## src/hw/rtl/fip_pkg.sv

```systemverilog
// Shared types and constants of the fixed item pool allocator.
`default_nettype none

package fip_pkg;

	localparam int unsigned HANDLE_W  = 12;
	localparam int unsigned COUNT_W   = 13;
	localparam int unsigned ADDR_W    = 3;
	localparam int unsigned DATA_W    = 32;

	localparam logic [COUNT_W-1:0] BLOCK_MIN = 13'd2;
	localparam logic [COUNT_W-1:0] BLOCK_MAX = 13'd4096;
	localparam logic [COUNT_W-1:0] IPB_RESET = 13'd128;

	// register index, taken from paddr[2]
	localparam logic REG_IPB = 1'b0;

	localparam logic ACT_ALLOC = 1'b0;
	localparam logic ACT_FREE  = 1'b1;

	typedef logic [HANDLE_W-1:0] hport_t;
	typedef logic [COUNT_W-1:0]  count_t;

	typedef enum logic [1:0] {
		STAT_ALLOC = 2'd0,
		STAT_EMPTY = 2'd1,
		STAT_FREED = 2'd2
	} stat_t;

	typedef struct packed {
		hport_t handle;
		stat_t  status;
		count_t count;
	} result_t;

	typedef struct packed {
		logic link_re;
		logic link_we;
		logic tail_re;
		logic tail_we;
	} mem_ctl_t;

endpackage

`default_nettype wire

```

## src/hw/rtl/fip_ctrl.sv

```systemverilog
// Allocator sequencer: list heads, carve state and read-modify-write of the memories.
`default_nettype none

module fip_ctrl #(
	parameter int unsigned POOL_ITEMS = 4096,
	localparam int unsigned HW = $clog2(POOL_ITEMS),
	localparam int unsigned LW = $clog2(POOL_ITEMS + 1)
) (
	input  wire                    clk,
	input  wire                    arst_n,
	input  wire  [fip_pkg::COUNT_W-1:0] ipb,
	input  wire                    in_valid,
	output logic                   in_ready,
	input  wire                    action,
	input  wire  [fip_pkg::HANDLE_W-1:0] item_handle,
	output logic                   res_valid,
	input  wire                    res_ready,
	output fip_pkg::result_t       res,
	output fip_pkg::mem_ctl_t      mem,
	output logic [HW-1:0]          link_raddr,
	output logic [HW-1:0]          link_waddr,
	output logic [LW-1:0]          link_wdata,
	input  wire  [LW-1:0]          link_rdata,
	output logic [HW-1:0]          tail_raddr,
	output logic [HW-1:0]          tail_waddr,
	output logic [HW-1:0]          tail_wdata,
	input  wire  [HW-1:0]          tail_rdata
);

	localparam int unsigned CW = fip_pkg::COUNT_W;
	localparam int unsigned SW = ((LW > CW) ? LW : CW) + 1;

	typedef logic [HW-1:0] hnd_t;
	typedef logic [LW-1:0] lnk_t;
	typedef logic [SW-1:0] sum_t;
	typedef logic [CW:0]   cntx_t;

	localparam lnk_t NULLC = lnk_t'(POOL_ITEMS);

	typedef enum logic [7:0] {
		S_IDLE = 8'b0000_0001,
		S_POP  = 8'b0000_0010,
		S_RU1  = 8'b0000_0100,
		S_RU2  = 8'b0000_1000,
		S_FW   = 8'b0001_0000,
		S_FM1  = 8'b0010_0000,
		S_FM2  = 8'b0100_0000,
		S_OUT  = 8'b1000_0000
	} state_t;

	state_t            state_q;
	lnk_t              lh_q;
	fip_pkg::count_t   cnt_q;
	logic              carve_act_q;
	fip_pkg::count_t   carve_idx_q;
	hnd_t              carve_base_q;
	lnk_t              fresh_q;
	lnk_t              rh_q;

	hnd_t              n_q;
	hnd_t              tv_q;
	hnd_t              t_q;
	lnk_t              lnk_q;
	lnk_t              g_q;
	cntx_t             cntp_q;
	fip_pkg::result_t  res_q;

	fip_pkg::count_t   blk;
	cntx_t             blk2;
	logic              lh_ok;
	logic              rh_ok;
	logic              n_ok;
	hnd_t              n_in;
	lnk_t              lhv;
	hnd_t              carve_sum;
	fip_pkg::count_t   carve_nxt;
	sum_t              fresh_sum;
	logic              fresh_fit;
	cntx_t             cnt_inc;
	logic              move;
	logic              rel;
	hnd_t              tv;
	hnd_t              tail_fin;
	lnk_t              g;
	logic              g_ok;
	fip_pkg::count_t   cnt_mv;

	always_comb begin
		if (ipb < fip_pkg::BLOCK_MIN) begin
			blk = fip_pkg::BLOCK_MIN;
		end else if (ipb > fip_pkg::BLOCK_MAX) begin
			blk = fip_pkg::BLOCK_MAX;
		end else begin
			blk = ipb;
		end
	end

	assign blk2      = {blk, 1'b0};
	assign lh_ok     = lh_q < NULLC;
	assign rh_ok     = rh_q < NULLC;
	assign lhv       = lh_ok ? lh_q : NULLC;
	assign n_in      = hnd_t'(item_handle);
	assign n_ok      = 32'(item_handle) < 32'(POOL_ITEMS);
	assign carve_sum = carve_base_q + hnd_t'(carve_idx_q);
	assign carve_nxt = carve_idx_q + fip_pkg::count_t'(1);
	assign fresh_sum = sum_t'(fresh_q) + sum_t'(blk);
	assign fresh_fit = fresh_sum <= sum_t'(POOL_ITEMS);
	assign cnt_inc   = cntx_t'(cnt_q) + cntx_t'(1);

	// free path: tail of the chunk n joins, and whether a chunk leaves
	assign move      = cntp_q >= blk2;
	assign rel       = cntp_q == (cntx_t'(blk) + cntx_t'(1));
	assign tv        = lh_ok ? tail_rdata : n_q;
	assign tail_fin  = (!move && rel) ? n_q : tv;
	// oldest chunk head; forwarded when the tail is the item just written
	assign g         = (tv_q == n_q) ? lhv : link_rdata;
	assign g_ok      = g < NULLC;
	assign cnt_mv    = fip_pkg::count_t'(cntp_q - cntx_t'(blk));

	assign in_ready  = state_q == S_IDLE;
	assign res_valid = state_q == S_OUT;
	assign res       = res_q;

	always_comb begin
		mem        = '0;
		link_raddr = '0;
		link_waddr = '0;
		link_wdata = '0;
		tail_raddr = '0;
		tail_waddr = '0;
		tail_wdata = '0;
		case (state_q)
			S_IDLE: begin
				if (in_valid) begin
					if (action == fip_pkg::ACT_FREE) begin
						if (n_ok && lh_ok) begin
							mem.tail_re = 1'b1;
							tail_raddr  = hnd_t'(lh_q);
						end
					end else if (lh_ok) begin
						mem.link_re = 1'b1;
						link_raddr  = hnd_t'(lh_q);
					end else if (!carve_act_q && rh_ok) begin
						mem.link_re = 1'b1;
						mem.tail_re = 1'b1;
						link_raddr  = hnd_t'(rh_q);
						tail_raddr  = hnd_t'(rh_q);
					end
				end
			end
			S_RU1: begin
				mem.link_re = 1'b1;
				link_raddr  = tail_rdata;
			end
			S_RU2: begin
				mem.link_we = 1'b1;
				link_waddr  = t_q;
				link_wdata  = NULLC;
			end
			S_FW: begin
				mem.link_we = 1'b1;
				link_waddr  = n_q;
				link_wdata  = lhv;
				mem.tail_we = 1'b1;
				tail_waddr  = n_q;
				tail_wdata  = tail_fin;
				if (move && (tv != n_q)) begin
					mem.link_re = 1'b1;
					link_raddr  = tv;
				end
			end
			S_FM1: begin
				mem.link_we = 1'b1;
				link_waddr  = tv_q;
				link_wdata  = NULLC;
				if (g_ok) begin
					mem.tail_re = 1'b1;
					tail_raddr  = hnd_t'(g);
				end
			end
			S_FM2: begin
				mem.link_we = 1'b1;
				link_waddr  = tail_rdata;
				link_wdata  = rh_q;
			end
			default: ;
		endcase
	end

	always_ff @(posedge clk or negedge arst_n) begin
		if (!arst_n) begin
			state_q      <= S_IDLE;
			lh_q         <= NULLC;
			cnt_q        <= '0;
			carve_act_q  <= 1'b0;
			carve_idx_q  <= '0;
			carve_base_q <= '0;
			fresh_q      <= '0;
			rh_q         <= NULLC;
			n_q          <= '0;
			tv_q         <= '0;
			t_q          <= '0;
			lnk_q        <= '0;
			g_q          <= '0;
			cntp_q       <= '0;
			res_q        <= '0;
		end else begin
			case (state_q)
				S_IDLE: begin
					if (in_valid) begin
						if (action == fip_pkg::ACT_FREE) begin
							n_q    <= n_in;
							cntp_q <= cnt_inc;
							if (!n_ok) begin
								res_q   <= '{handle: '0, status: fip_pkg::STAT_FREED,
									count: cnt_q};
								state_q <= S_OUT;
							end else begin
								state_q <= S_FW;
							end
						end else if (lh_ok) begin
							state_q <= S_POP;
						end else if (carve_act_q) begin
							res_q       <= '{handle: fip_pkg::hport_t'(carve_sum),
								status: fip_pkg::STAT_ALLOC, count: cnt_q};
							carve_idx_q <= carve_nxt;
							if (carve_nxt >= blk) begin
								carve_act_q <= 1'b0;
							end
							state_q     <= S_OUT;
						end else if (rh_ok) begin
							state_q <= S_RU1;
						end else if (fresh_fit) begin
							res_q        <= '{handle: fip_pkg::hport_t'(hnd_t'(fresh_q)),
								status: fip_pkg::STAT_ALLOC, count: cnt_q};
							carve_base_q <= hnd_t'(fresh_q);
							carve_idx_q  <= fip_pkg::count_t'(1);
							carve_act_q  <= 1'b1;
							fresh_q      <= lnk_t'(fresh_sum);
							state_q      <= S_OUT;
						end else begin
							res_q   <= '{handle: '0, status: fip_pkg::STAT_EMPTY,
								count: cnt_q};
							state_q <= S_OUT;
						end
					end
				end
				S_POP: begin
					lh_q    <= link_rdata;
					cnt_q   <= (cnt_q == '0) ? '0 : cnt_q - fip_pkg::count_t'(1);
					res_q   <= '{handle: fip_pkg::hport_t'(hnd_t'(lh_q)),
						status: fip_pkg::STAT_ALLOC,
						count: (cnt_q == '0) ? '0 : cnt_q - fip_pkg::count_t'(1)};
					state_q <= S_OUT;
				end
				S_RU1: begin
					t_q     <= tail_rdata;
					lnk_q   <= link_rdata;
					state_q <= S_RU2;
				end
				S_RU2: begin
					rh_q    <= link_rdata;
					// a chunk of one item has its own link cleared
					lh_q    <= (t_q == hnd_t'(rh_q)) ? NULLC : lnk_q;
					cnt_q   <= blk - fip_pkg::count_t'(1);
					res_q   <= '{handle: fip_pkg::hport_t'(hnd_t'(rh_q)),
						status: fip_pkg::STAT_ALLOC, count: blk - fip_pkg::count_t'(1)};
					state_q <= S_OUT;
				end
				S_FW: begin
					tv_q <= tv;
					if (move) begin
						state_q <= S_FM1;
					end else begin
						lh_q    <= lnk_t'(n_q);
						cnt_q   <= fip_pkg::count_t'(cntp_q);
						res_q   <= '{handle: '0, status: fip_pkg::STAT_FREED,
							count: fip_pkg::count_t'(cntp_q)};
						state_q <= S_OUT;
					end
				end
				S_FM1: begin
					g_q <= g;
					if (g_ok) begin
						state_q <= S_FM2;
					end else begin
						lh_q    <= lnk_t'(n_q);
						cnt_q   <= cnt_mv;
						res_q   <= '{handle: '0, status: fip_pkg::STAT_FREED, count: cnt_mv};
						state_q <= S_OUT;
					end
				end
				S_FM2: begin
					rh_q    <= g_q;
					lh_q    <= lnk_t'(n_q);
					cnt_q   <= cnt_mv;
					res_q   <= '{handle: '0, status: fip_pkg::STAT_FREED, count: cnt_mv};
					state_q <= S_OUT;
				end
				S_OUT: begin
					if (res_ready) begin
						state_q <= S_IDLE;
					end
				end
				default: state_q <= S_IDLE;
			endcase
		end
	end

endmodule

`default_nettype wire

```

## config.mk

```make
export PLATFORM = sky130hd
export DESIGN_NAME = fip_ctrl
export DESIGN_NICKNAME = d
export VERILOG_FILES = /design/src/hw/rtl/fip_pkg.sv /design/src/hw/rtl/fip_ctrl.sv
export SDC_FILE = /design/constraint.sdc
export NUM_CORES = 1
export LEC_CHECK = 0
export ABC_AREA = 0
export BUFFER_PORTS_ARGS = -buffer_cell sky130_fd_sc_hd__buf_2
export CAP_MARGIN = 40
export CORE_MARGIN = 8
export CORE_UTILIZATION = 55
export CTS_CLUSTER_SIZE = 20
export DETAILED_ROUTE_END_ITERATION = 8
export PLACE_DENSITY = 0.78
export SETUP_SLACK_MARGIN = 0.5
export SLEW_MARGIN = 10
export SYNTH_ARGS = -nofsm -noshare
export SYNTH_HDL_FRONTEND = slang
export SYNTH_SLANG_ARGS = --single-unit
```

## constraint.sdc

```tcl
create_clock -name clk -period 6.97 [get_ports clk]
set_clock_uncertainty 0.15 [all_clocks]
set_input_delay 0.3485 -clock clk [delete_from_list [all_inputs] [get_ports clk]]
set_output_delay 0.3485 -clock clk [all_outputs]
set_load 0.05 [all_outputs]
```

==> impl_metrics.py <==
metrics = {
    "sta": {
        "rsz0062_at_grt": "false",
        "slew_viol_final": 0,
        "relSlewSlack_pct": 38.81,
        "finalCritPeriodShare_pct": 73.44,
        "layout_setup_ws_ps": 1851,
        "hold_viol_final": 0,
        "setup_viol": 0,
        "tns_ps": 0,
        "hold_ws_ps": 13.90,
        "period_needed_ps": 5119,
        "worstMarginPinSlew_ps": 916.9,
        "timing.fmax_mhz": 195.4,
    },
    "global_routing": {
        "grt_pass1_wl_um": 74640,
        "grt_usage_pct": 30.88,
        "grt-ovfl-total": 0,
        "grt_pass1_vias": 13280,
        "grt_start_max_net_pins": 90,
        "antenna_found_initial": 4,
    },
    "clock_network": {
        "clk_latency_ps": 450,
        "cts_buffers": 17,
        "cts_setup_buffers": 0,
        "clock-sinks": 189,
        "post_cts_resize_count": 0,
        "clock_path_buffers": 2,
        "clk_pin_slew_ps": 80,
        "h-tree-depth": 4,
        "cts_tree": "yes",
        "cts_root_buf": "clkbuf_16",
    },
    "synth": {
        "synthFlopType": "dfrtp_1",
        "synth_fp_nets": 1752,
        "netlist_area_um2": 13720,
        "synth-edff-count": 0,
        "avgSynthCellArea_um2": 8.431,
        "yosysSeqAreaShare_pct": 34.51,
        "ys_seq_elements": 189,
        "synth.distinct_cells": 81,
        "ys_warn_count": 0,
        "synthArstFlopShare_pct": 100.0,
        "syn_inst": 1627,
    },
    "floorplanning": {
        "coreArea_um2": 24820,
        "io_pins": 161,
        "fp.dieW_um": 173.9,
        "rows": 58,
        "start_util_pct": 55.27,
        "die_area_um2": 30250,
        "die_h_um": 173.9,
    },
    "pwr": {
        "seqPwrFrac_pct": 34.9,
        "p_comb_share_pct": 46.1,
        "intPower_mw": 2.874,
        "swShare_pct": 47.97,
        "clock_power_share_pct": 19.1,
        "p_total_mw": 5.524,
        "power_density_nw_per_um2": 354.8,
        "p_sw_mw": 2.650,
        "p_leak_nw": 7.329,
        "irDropWorstVdd_v": 0.0002462,
    },
    "worst_setup_path": {
        "endpoint_kind": "primary output",
        "cp_data_arrival_time_ps": 4620,
        "crit_chain": "buf_2 > nor4_1 > and4b_1 > nor2_1 > nor2_1 > inv_1 > ha_1 > nand3_1 > a21oi_1 > nor4_1 > o311ai_0 > nor4_1 > o211a_2 > o21ai_0 > a21oi_1 > buf_2",
        "startpoint_type": "input pin",
        "crit_path_top_delay_cell": "o211a_2",
        "crit_type": "in2out",
        "cpMostUsedCell": "nor4_1",
        "r2r_cells": 9,
        "reg2reg_slack_ps": 2750,
        "critPathMaxFanout": 18,
        "required_ps": 6470,
        "cpPeakStageDelay_ps": 550,
    },
    "layout": {
        "final_area_um2": 15570,
        "instances_no_fill": 2089,
        "nets": 1867,
        "drive_gt1_share_pct": 14.93,
        "syn_to_final_growth_pct": 13.50,
        "final_util_pct": 62.73,
    },
    "placement": {
        "placed_cells": 2037,
        "dp_slack_ps": 1688,
        "gp_congestion": 1.010,
        "place_area_um2": 14780,
        "dp_hpwl_um": 34900,
        "numPortBuffers": 160,
    },
    "min_path": {
        "whs_path_depth": 3,
        "hold_path_class": "in2reg",
    },
    "detailed_routing": {
        "via_per_inst": 6.537,
        "wl_per_cell_um": 22.90,
        "remaining_drc_errors": 0,
        "drt_pre_antenna_iters": 9,
        "wirelength_um": 47830,
        "dr_total_vias": 13660,
        "initialDrtViolationCount": 1900,
        "ant_nets": 0,
    },
    "flow_run": {
        "cap_violations": 0,
    },
    "status": {
        "status": "complete, no violations",
    },
}
==> cells in the mapped netlist, types with 22 or more instances <==
cell / number / area (um^2)
a21o_1: 22 / 165.2
xor2_1: 45 / 394.1
a22o_1: 26 / 227.7
and3_1: 32 / 200.2
nor2b_1: 25 / 156.4
a22oi_1: 31 / 232.7
o21ai_0: 137 / 685.7
nor2_1: 85 / 319.1
clkbuf_1: 89 / 334.1
a222oi_1: 22 / 220.2
dfrtp_1: 186 / 4654
nand2_1: 255 / 957.2
xnor2_1: 57 / 499.2
nand3_1: 44 / 220.2
mux2i_1: 45 / 450.4
a21oi_1: 74 / 370.4
ha_1: 67 / 838.3
inv_1: 49 / 183.9
nor3_1: 30 / 150.1
==> registers in the layout (all words and copies together) (netlist names) <==
| signal | count |
|---|---|
| g_q | 13 |
| res | 27 |
| cntp_q | 14 |
| lnk_q | 13 |
| tv_q | 12 |
| carve_idx_q | 13 |
| t_q | 12 |
| state_q | 8 |
| lh_q | 13 |
| cnt_q | 13 |
| carve_act_q | 1 |
| fresh_q | 13 |
| carve_base_q | 12 |
| n_q | 12 |
| rh_q | 13 |
==> final timing paths <==
kind	startpoint	to
worst max register to register	state_q[1]	lh_q[0]
max in group asynchronous	arst_n	state_q[4]
worst min-delay path	link_rdata[9]	lnk_q[9]
worst max-delay path	ipb[5]	tail_wdata[2]
worst min register to register	g_q[7]	rh_q[7]
min in group asynchronous	arst_n	cnt_q[9]
==> layout make-up <==
class,count,area [um^2]
fillers,2146,9250
multi-input cells,1277,8401
flip-flops and latches,189,4733
repair buffers,203,1187
clock buffers,18,429.2
well taps,330,412.9
inverters,54,202.7
clock inverters,14,192.7
diodes,4,10.01
==> power groups by stage <==
stage	Sequential, mW	Clock (mW)	Combinational [mW]
6_report	1.93	1.05	2.54
5_1_grt	1.95	1.09	2.78
4_1_cts	1.90	1.05	2.51
3_5_place_dp	1.91	0	2.49
3_3_place_gp	1.91	0	2.43
2_1_floorplan	1.83	0	1.81
==> timing repair <==
item / 4_1_cts / 5_1_grt
hold buffers: 16 / 0
endpoints found under the hold margin: 102 / 0
setup endpoints to repair: 0 / 0
==> cell usage in the layout (no fill, tap or decap), types with 45 or more instances in the layout <==
master and n:
dfrtp_1 186, buf_2 159, ha_1 67, xor2_1 45
xnor2_1 57, a21oi_1 74, o21ai_0 137, mux2i_1 45
inv_1 49, nor2_1 84, nand2_1 255
==> per-layer routing <==
| metal | routed length [um] | vias to the layer above | global-route usage (%) |
|---|---|---|---|
| met3 | 5180 | 124 | 7.138 |
| met1 | 19420 | 6583 | 41.52 |
| met2 | 21480 | 816 | 47.41 |
| li1 | - | 6133 | - |
| met4 | 1759 | 0 | 12.47 |
| met5 | 0 | - | 0 |
==> worst max-delay path, delay by kind of cell <==
kind            cells  cell delay (ps)
fa+ha+maj           1              310
buf+inv             3              630
simple gates        7             2010
compound gates      5             1310
==> cells by family after synthesis <==
family                   Yosys count  share of synthesized area, %
AO/OA/AOI/OAI                    457                         22.20
XOR/XNOR                         102                         6.513
adder cells (fa/ha/maj)           70                         6.549
buffers and inverters            161                         4.616
flip-flops                       189                         34.51
multiplexers                      66                         5.363
AND/OR/NAND/NOR                  582                         20.25
(Power assumes the default switching activity.)
